**config.mk**
```make
export PLATFORM = sky130hd
export DESIGN_NAME = shortest_job_next_queue_unit
export DESIGN_NICKNAME = d
export VERILOG_FILES = /design/src/hdl/sjnq_pkg.sv /design/src/hdl/sjnq_store.sv /design/src/hdl/shortest_job_next_queue_unit.sv
export SDC_FILE = /design/constraint.sdc
export NUM_CORES = 1
export LEC_CHECK = 0
export BUFFER_PORTS_ARGS = -buffer_cell sky130_fd_sc_hd__buf_4
export CAP_MARGIN = 5
export CORE_ASPECT_RATIO = 1.4
export CORE_MARGIN = 2
export CORE_UTILIZATION = 65
export CTS_CLUSTER_SIZE = 10
export DETAILED_ROUTE_END_ITERATION = 10
export PLACE_DENSITY = 0.83
export SLEW_MARGIN = 20
export SYNTH_ARGS = -nofsm -noshare
export SYNTH_HDL_FRONTEND = slang
export SYNTH_HIERARCHICAL = 1
export SYNTH_SLANG_ARGS = --single-unit
```
**constraint.sdc**
```tcl
create_clock -name clock -period 15.5 [get_ports clock]
set_clock_uncertainty 0.1 [all_clocks]
set_input_delay 3.1 -clock clock [delete_from_list [all_inputs] [get_ports clock]]
set_output_delay 3.1 -clock clock [all_outputs]
set_load 0.02 [all_outputs]
```
**src/hdl/sjnq_pkg.sv**
```systemverilog
// Shared types, codes and the weight function of the shortest-job-next queue.
`timescale 1ns / 1ps

package sjnq_pkg;

   localparam int ID_W     = 16;
   localparam int WEIGHT_W = 20;
   localparam int FIELD_W  = 16;
   localparam int OCC_W    = 5;
   localparam int STATUS_W = 2;

   localparam logic [STATUS_W-1:0] STATUS_OK    = 2'd0;
   localparam logic [STATUS_W-1:0] STATUS_FULL  = 2'd1;
   localparam logic [STATUS_W-1:0] STATUS_EMPTY = 2'd2;

   localparam logic CMD_INSERT = 1'b0;
   localparam logic CMD_POP    = 1'b1;

   typedef struct packed {
      logic [ID_W-1:0]     id;
      logic [WEIGHT_W-1:0] weight;
   } entry_type;

   typedef struct packed {
      logic wr_en;
      logic advance;
   } store_ctl_type;

   typedef enum logic [2:0] {
      ST_IDLE,
      ST_CALC,
      ST_WALK,
      ST_PLACE,
      ST_POP_READ,
      ST_POP_DONE
   } state_type;

   // weight = 5*labels + 3*functions + instructions, by shifts and adds
   function automatic logic [WEIGHT_W-1:0] calc_weight(
      input logic [FIELD_W-1:0] labels,
      input logic [FIELD_W-1:0] funcs,
      input logic [FIELD_W-1:0] instrs
   );
      logic [WEIGHT_W-1:0] l;
      logic [WEIGHT_W-1:0] f;
      logic [WEIGHT_W-1:0] n;
      l = WEIGHT_W'(labels);
      f = WEIGHT_W'(funcs);
      n = WEIGHT_W'(instrs);
      return (l << 2) + l + (f << 1) + f + n;
   endfunction

endpackage

```
**src/hdl/sjnq_store.sv**
```systemverilog
// Ring-buffer entry store: logical slots relative to a moving head, registered read.
`timescale 1ns / 1ps

module sjnq_store
   import sjnq_pkg::*;
#(
   parameter int QUEUE_DEPTH = 16
) (
   input  logic                           clock,
   input  logic                           reset,
   input  store_ctl_type                  ctl,
   input  logic [$clog2(QUEUE_DEPTH)-1:0] wr_idx,
   input  entry_type                      wr_data,
   input  logic [$clog2(QUEUE_DEPTH)-1:0] rd_idx,
   output entry_type                      rd_data
);

   localparam int IDX_W = $clog2(QUEUE_DEPTH);

   entry_type mem [QUEUE_DEPTH];

   logic [IDX_W-1:0] head_ff;
   logic [IDX_W-1:0] head_in;
   logic [IDX_W-1:0] wr_phys;
   logic [IDX_W-1:0] rd_phys;
   entry_type        rd_data_ff;

   // Map a logical slot to its physical address: head + idx, wrapped once.
   function automatic logic [IDX_W-1:0] to_phys(
      input logic [IDX_W-1:0] head,
      input logic [IDX_W-1:0] idx
   );
      logic [IDX_W:0] sum;
      sum = {1'b0, head} + {1'b0, idx};
      if (sum >= (IDX_W+1)'(QUEUE_DEPTH)) begin
         sum = sum - (IDX_W+1)'(QUEUE_DEPTH);
      end
      return sum[IDX_W-1:0];
   endfunction

   assign wr_phys = to_phys(head_ff, wr_idx);
   assign rd_phys = to_phys(head_ff, rd_idx);

   always_comb begin
      head_in = head_ff;
      if (ctl.advance) begin
         if (head_ff == IDX_W'(QUEUE_DEPTH - 1)) begin
            head_in = '0;
         end else begin
            head_in = head_ff + 1'b1;
         end
      end
   end

   always_ff @(posedge clock) begin
      if (reset) begin
         head_ff <= '0;
      end else begin
         head_ff <= head_in;
      end
   end

   always_ff @(posedge clock) begin
      if (ctl.wr_en) begin
         mem[wr_phys] <= wr_data;
      end
      rd_data_ff <= mem[rd_phys];
   end

   assign rd_data = rd_data_ff;

endmodule

```
**src/hdl/shortest_job_next_queue_unit.sv**
```systemverilog
// Shortest-job-next admission queue: sequencer, weight unit and response register.
`timescale 1ns / 1ps

// A request is taken when start is high and busy is low. An insert (req_cmd 0)
// computes weight = 5*labels + 3*functions + instructions, assigns the next job
// id, and walks the queue from its tail with one shared compare, moving one entry
// per cycle through the single write port of the entry store until it finds the
// slot. An insert goes through the calc state, one walk step for each queued
// entry that weighs at least as much (at most QUEUE_DEPTH - 1), and a last walk
// or place step; a rejected insert on a full queue ends in calc. A pop does the
// registered read of the head entry, then a done step, and on an empty queue
// ends in the read state. Every request gives exactly one response, shown for
// a single cycle with rsp_valid in the cycle busy falls; the receiver cannot
// stall it, and a new request may be started in that same cycle.

module shortest_job_next_queue_unit
   import sjnq_pkg::*;
#(
   parameter int QUEUE_DEPTH = 16
) (
   input  logic                clock,
   input  logic                reset,
   input  logic                start,
   output logic                busy,
   input  logic                req_cmd,
   input  logic [FIELD_W-1:0]  req_label_count,
   input  logic [FIELD_W-1:0]  req_function_count,
   input  logic [FIELD_W-1:0]  req_instruction_count,
   output logic                rsp_valid,
   output logic [STATUS_W-1:0] rsp_status,
   output logic [ID_W-1:0]     rsp_job_id,
   output logic [WEIGHT_W-1:0] rsp_job_weight,
   output logic [OCC_W-1:0]    rsp_occupancy
);

   localparam int IDX_W = $clog2(QUEUE_DEPTH);
   localparam int CNT_W = $clog2(QUEUE_DEPTH + 1);

   state_type           state_ff, state_in;
   logic [FIELD_W-1:0]  labels_ff, labels_in;
   logic [FIELD_W-1:0]  funcs_ff, funcs_in;
   logic [FIELD_W-1:0]  instrs_ff, instrs_in;
   logic [WEIGHT_W-1:0] weight_ff, weight_in;
   logic [ID_W-1:0]     id_ff, id_in;
   logic [ID_W-1:0]     last_id_ff, last_id_in;
   logic [CNT_W-1:0]    count_ff, count_in;
   logic [IDX_W-1:0]    slot_ff, slot_in;

   logic                rsp_valid_ff, rsp_valid_in;
   logic [STATUS_W-1:0] rsp_status_ff, rsp_status_in;
   logic [ID_W-1:0]     rsp_id_ff, rsp_id_in;
   logic [WEIGHT_W-1:0] rsp_weight_ff, rsp_weight_in;
   logic [OCC_W-1:0]    rsp_occ_ff, rsp_occ_in;

   store_ctl_type       store_ctl;
   logic [IDX_W-1:0]    wr_idx;
   entry_type           wr_data;
   logic [IDX_W-1:0]    rd_idx;
   entry_type           rd_data;
   logic [WEIGHT_W-1:0] calc_sum;
   logic [ID_W-1:0]     next_id;
   entry_type           new_entry;

   assign calc_sum  = calc_weight(labels_ff, funcs_ff, instrs_ff);
   assign next_id   = last_id_ff + 1'b1;
   assign new_entry = '{id: id_ff, weight: weight_ff};
   assign busy      = (state_ff != ST_IDLE);

   sjnq_store #(
      .QUEUE_DEPTH (QUEUE_DEPTH)
   ) u_store (
      .clock   (clock),
      .reset   (reset),
      .ctl     (store_ctl),
      .wr_idx  (wr_idx),
      .wr_data (wr_data),
      .rd_idx  (rd_idx),
      .rd_data (rd_data)
   );

   always_comb begin
      state_in      = state_ff;
      labels_in     = labels_ff;
      funcs_in      = funcs_ff;
      instrs_in     = instrs_ff;
      weight_in     = weight_ff;
      id_in         = id_ff;
      last_id_in    = last_id_ff;
      count_in      = count_ff;
      slot_in       = slot_ff;
      rsp_valid_in  = 1'b0;
      rsp_status_in = rsp_status_ff;
      rsp_id_in     = rsp_id_ff;
      rsp_weight_in = rsp_weight_ff;
      rsp_occ_in    = rsp_occ_ff;
      store_ctl     = '{wr_en: 1'b0, advance: 1'b0};
      wr_idx        = slot_ff;
      wr_data       = new_entry;
      rd_idx        = '0;

      unique case (state_ff)
         ST_IDLE: begin
            if (start) begin
               labels_in = req_label_count;
               funcs_in  = req_function_count;
               instrs_in = req_instruction_count;
               state_in  = (req_cmd == CMD_POP) ? ST_POP_READ : ST_CALC;
            end
         end

         ST_CALC: begin
            weight_in = calc_sum;
            if (count_ff == CNT_W'(QUEUE_DEPTH)) begin
               // Full: reject without using up an id.
               rsp_valid_in  = 1'b1;
               rsp_status_in = STATUS_FULL;
               rsp_id_in     = '0;
               rsp_weight_in = calc_sum;
               rsp_occ_in    = OCC_W'(count_ff);
               state_in      = ST_IDLE;
            end else begin
               last_id_in = next_id;
               id_in      = next_id;
               slot_in    = IDX_W'(count_ff);
               if (count_ff == '0) begin
                  state_in = ST_PLACE;
               end else begin
                  rd_idx   = IDX_W'(count_ff - 1'b1);
                  state_in = ST_WALK;
               end
            end
         end

         ST_WALK: begin
            // rd_data holds the entry just below slot_ff.
            store_ctl.wr_en = 1'b1;
            if (rd_data.weight >= weight_ff) begin
               // Move the heavier entry up one slot and keep walking down.
               wr_data = rd_data;
               slot_in = slot_ff - 1'b1;
               rd_idx  = slot_ff - 1'b1 - 1'b1;
               if (slot_ff == IDX_W'(1)) begin
                  state_in = ST_PLACE;
               end
            end else begin
               count_in      = count_ff + 1'b1;
               rsp_valid_in  = 1'b1;
               rsp_status_in = STATUS_OK;
               rsp_id_in     = id_ff;
               rsp_weight_in = weight_ff;
               rsp_occ_in    = OCC_W'(count_ff + 1'b1);
               state_in      = ST_IDLE;
            end
         end

         ST_PLACE: begin
            store_ctl.wr_en = 1'b1;
            count_in        = count_ff + 1'b1;
            rsp_valid_in    = 1'b1;
            rsp_status_in   = STATUS_OK;
            rsp_id_in       = id_ff;
            rsp_weight_in   = weight_ff;
            rsp_occ_in      = OCC_W'(count_ff + 1'b1);
            state_in        = ST_IDLE;
         end

         ST_POP_READ: begin
            if (count_ff == '0) begin
               rsp_valid_in  = 1'b1;
               rsp_status_in = STATUS_EMPTY;
               rsp_id_in     = '0;
               rsp_weight_in = '0;
               rsp_occ_in    = '0;
               state_in      = ST_IDLE;
            end else begin
               rd_idx   = '0;
               state_in = ST_POP_DONE;
            end
         end

         ST_POP_DONE: begin
            store_ctl.advance = 1'b1;
            count_in          = count_ff - 1'b1;
            rsp_valid_in      = 1'b1;
            rsp_status_in     = STATUS_OK;
            rsp_id_in         = rd_data.id;
            rsp_weight_in     = rd_data.weight;
            rsp_occ_in        = OCC_W'(count_ff - 1'b1);
            state_in          = ST_IDLE;
         end

         default: begin
            state_in = ST_IDLE;
         end
      endcase
   end

   always_ff @(posedge clock) begin
      if (reset) begin
         state_ff     <= ST_IDLE;
         count_ff     <= '0;
         last_id_ff   <= '0;
         rsp_valid_ff <= 1'b0;
      end else begin
         state_ff     <= state_in;
         count_ff     <= count_in;
         last_id_ff   <= last_id_in;
         rsp_valid_ff <= rsp_valid_in;
      end
   end

   always_ff @(posedge clock) begin
      labels_ff     <= labels_in;
      funcs_ff      <= funcs_in;
      instrs_ff     <= instrs_in;
      weight_ff     <= weight_in;
      id_ff         <= id_in;
      slot_ff       <= slot_in;
      rsp_status_ff <= rsp_status_in;
      rsp_id_ff     <= rsp_id_in;
      rsp_weight_ff <= rsp_weight_in;
      rsp_occ_ff    <= rsp_occ_in;
   end

   assign rsp_valid      = rsp_valid_ff;
   assign rsp_status     = rsp_status_ff;
   assign rsp_job_id     = rsp_id_ff;
   assign rsp_job_weight = rsp_weight_ff;
   assign rsp_occupancy  = rsp_occ_ff;

endmodule

```
==> flow_summary.yaml <==
sta:
  maxSlewHeadroom_pct: 26.1
  hold_viol: 0
  period_share_pct: 43.4
  tns_ns: 0
  slew_violations: 0
  fin_ws_ns: 8.78
  finalSetupViolCount: 0
  rsz0062_at_grt: "false"
  finalCriticalPeriod_ns: 6.72
  tightestPinTransition_ns: 1.10
  fmax_mhz: 149
critical_path:
  slowest_stage: "fa_4"
  critPathTopFamily: "buffers and inverters"
  start_kind: "flip-flop"
  cpPeakStageDelay_ns: 1.17
  endpoint_kind: "flip-flop"
  cp-startpoint: "weight_ff[6]$_DFFE_PN_"
  path_class: "reg -> reg"
  crit_arrival_ns: 7.17
  cp_num_buf_inv: 4
  cp.depth: 16
  r2r_start: "weight_ff[6]$_DFFE_PN_"
  r2r_slack_ns: 8.78
  crit_required_ns: 15.95
  path_cells: "inv_1, ha_1, and4_1, a221oi_2, a21boi_2, o21ai_4, buf_4, o22ai_1, ha_4, fa_4, buf_4, buf_4, mux4_2, nand2_1, a211o_1, nand3_1"
  path_common_cell: "buf_4"
  critPathMaxFanout: 63
  crit_path_end: "u_store/rd_data[30]$_DFF_P_"
  reg2reg_depth: 16
  r2r_end: "u_store/rd_data[30]$_DFF_P_"
synth:
  ys_seq_area_share_pct: 67.5
  syn_avg_cell_area_sq_um: 16.6
  yosys.area_share.simple_pct: 4.59
  ys_seq_elements: 772
  synth_area_sq_um: 33400
  syn_inst: 2014
  synth_top_family_by_area: "multiplexers"
  synth_edf_count: 707
  syn-num-nets: 2171
  synth_mux_area_share_pct: 11.5
  synth_warnings: 6
  async_flop_share_pct: 0
  synth_fa_ha_area_share_pct: 5.04
  synth.distinct_cells: 81
  synth_xor_xnor_area_share_pct: 1.46
  ys.flop_type: "edfxtp_1"
  synth-compound-area-share_pct: 6.40
grt:
  grt_pass1_wl_um: 121000
  grt_overflow: 0
  grt_antenna_before_repair: 0
  grt_max_degree: 120
  grt_use_total_pct: 30.9
  grt_pass1_vias: 20319
min_path:
  hold_class: "reg -> reg"
power:
  combinationalPowerShare_pct: 27.8
  p_switching_mw: 1.96
  p_int_mw: 4.38
  swShare_pct: 30.9
  ir_drop_v: 0.0000998
  powerDensity_nw_per_um2: 170
  power.leakage_nw: 13.0
  p_clk_share_pct: 29.2
  power_frac_seq_pct: 43.0
clocking:
  numCtsBuffers: 87
  cts-htree-levels: 3
  root_buffer: "clkbuf_16"
  insertion_delay_ns: 0.63
  cts_hold_buf: 0
  clock-sinks: 772
  post_cts_resized: 0
  clockBufferDepth: 3
  postCtsSetupBuffers: 0
  clkTransAtPathRegs_ns: 0.06
  cts_tree: "done"
routing:
  ant_nets: 0
  drc: 0
  via_per_inst: 6.73
  first_iter_violations: 2194
  dr.pass1.iters: 5
  vias: 19188
  routedWlPerCell_um: 28.0
  drt-total-wl_um: 79800
outcome:
  status: "completed"
final_layout:
  nFillCells: 2822
  fin_nets: 2284
  syn_to_final_growth_pct: 12.0
  fin_area_sq_um: 37400
  finish.utilization_pct: 73.4
  drive_gt1_share_pct: 20.2
  diodes: 0
die:
  die_w_um: 196
  core_area_sq_um: 50900
  start_util_pct: 65.6
  die_h_um: 272
  die-area_sq_um: 53200
  row_count: 98
  boundaryPins: 97
placement:
  numPortBuffers: 96
  preCtsSetupSlack_ns: 9.06
  hpwl_um: 43000
  place_area_sq_um: 34800
  gp_congestion: 0.890
job:
  maxCapViolCount: 0
[cell type report]
type | count | area, sq um | share of cell area, %
inverters | 171 | 642 | 1.72
clock buffers | 153 | 2420 | 6.49
well taps | 650 | 813 | 2.18
flip-flops and latches | 772 | 22500 | 60.3
multi-input cells | 962 | 9830 | 26.3
repair buffers | 133 | 1030 | 2.76
clock inverters | 8 | 103 | 0.275
[synthesized netlist by cell type (5+ instances only)]
cell / number / area, sq um
a21o_1: 9 / 67.6
buf_1: 10 / 37.5
mux2i_1: 10 / 100
o21ai_0: 18 / 90.1
nand3b_1: 6 / 45.0
a221oi_1: 14 / 123
buf_2: 34 / 170
o31ai_1: 6 / 45.0
o211ai_1: 77 / 578
buf_6: 5 / 56.3
and4_1: 5 / 43.8
clkbuf_1: 46 / 173
fa_1: 49 / 981
edfxtp_1: 707 / 21200
buf_4: 14 / 105
a211o_1: 37 / 324
ha_1: 56 / 701
dfxtp_1: 65 / 1300
nor2_1: 48 / 180
and3_1: 7 / 43.8
a22o_1: 17 / 149
nor3_1: 26 / 130
or3_1: 7 / 43.8
inv_1: 167 / 627
nand3_1: 53 / 265
mux2_4: 17 / 255
nand2_1: 128 / 480
a21oi_1: 60 / 300
mux2_1: 14 / 158
nand2b_1: 8 / 50.1
nand4_1: 7 / 43.8
mux4_2: 144 / 3240
mux2_2: 6 / 67.6
xnor2_1: 23 / 201
o22ai_1: 6 / 37.5
a22oi_1: 5 / 37.5
xor2_1: 29 / 254
[routing by layer]
layer	part of all wire, %	track usage (%)	up-vias
met1	35	37.8	9648
met5	0	0	-
li1	-	-	8011
met4	4.9	17.6	0
met2	51	52.8	1263
met3	9.2	5.05	266
[power by group through the flow]
| stage | Combinational, mW | Clock [mW] | Sequential (mW) |
|---|---|---|---|
| 5_1_grt | 1.94 | 1.95 | 2.74 |
| 3_3_place_gp | 1.65 | 0 | 2.75 |
| 3_5_place_dp | 1.71 | 0 | 2.76 |
| 4_1_cts | 1.74 | 1.88 | 2.72 |
| 6_report | 1.76 | 1.85 | 2.72 |
| 2_1_floorplan | 1.22 | 0 | 2.78 |
[registers in the layout (all words and copies together) (netlist names), 16 cells and up]
name,count
last_id_ff,16
labels_ff,16
weight_ff,20
u_store/rd_data,36
instrs_ff,16
funcs_ff,16
id_ff,16
rsp_job_id,16
u_store/mem,576
rsp_job_weight,20
[tightest hold or removal path, cell delays in order (launching register included)]
cell     delay [ns]
dfxtp_1        0.32
o21ai_0        0.07
a21oi_1        0.06
[cells in the final DEF (no fill, tap or decap), types with 7 or more instances in the layout]
cell       instances
mux4_2           144
mux2_1            14
buf_4            131
xnor2_1           21
nand3_1           53
clkbuf_1          66
nand2b_1           8
clkbuf_16         87
nor3_1             9
xor2_1            29
a211o_1           37
a21o_1             9
nor2_1            47
o21ai_0           18
nand4_1            7
mux2_4            17
nand2_1          128
ha_1              55
dfxtp_1           65
a21oi_1           60
inv_1            167
edfxtp_1         707
mux2i_1           10
or3_1              7
a221oi_1          14
fa_1              48
a22o_1            17
nor3_2            18
o211ai_1          77
[logic make-up after synthesis]
group                    Yosys count
flip-flops                       772
AND/OR/NAND/NOR                  322
AO/OA/AOI/OAI                    290
buffers and inverters            280
multiplexers                     191
adder cells (fa/ha/maj)          105
XOR/XNOR                          54
[metrics by stage]
| step | hold WS (ns) | power [mW] | instances |
|---|---|---|---|
| final | 0.406 | 6.34 | 2849 |
| after global routing | 0.426 | 6.62 | 2849 |
| after CTS | 0.409 | 6.34 | 2848 |
| after detailed placement | 0.401 | 4.47 | 2687 |
| after global placement | 0.382 | 4.41 | 2687 |
| after floorplan | 0.370 | 4.00 | 2014 |
[how the worst min path moves through the flow]
stage                           startpoint                           to  slack (ns)  depth (start not counted)
6_report       last_id_ff[15]$_SDFFE_PP0P_  last_id_ff[15]$_SDFFE_PP0P_        0.41                          2
5_1_grt        last_id_ff[15]$_SDFFE_PP0P_  last_id_ff[15]$_SDFFE_PP0P_        0.43                          2
4_1_cts        last_id_ff[15]$_SDFFE_PP0P_  last_id_ff[15]$_SDFFE_PP0P_        0.41                          2
3_5_place_dp   last_id_ff[15]$_SDFFE_PP0P_  last_id_ff[15]$_SDFFE_PP0P_        0.40                          2
3_3_place_gp   last_id_ff[15]$_SDFFE_PP0P_  last_id_ff[15]$_SDFFE_PP0P_        0.38                          2
2_1_floorplan  last_id_ff[15]$_SDFFE_PP0P_  last_id_ff[15]$_SDFFE_PP0P_        0.37                          2
No activity file was read; power rests on OpenSTA's default activity.
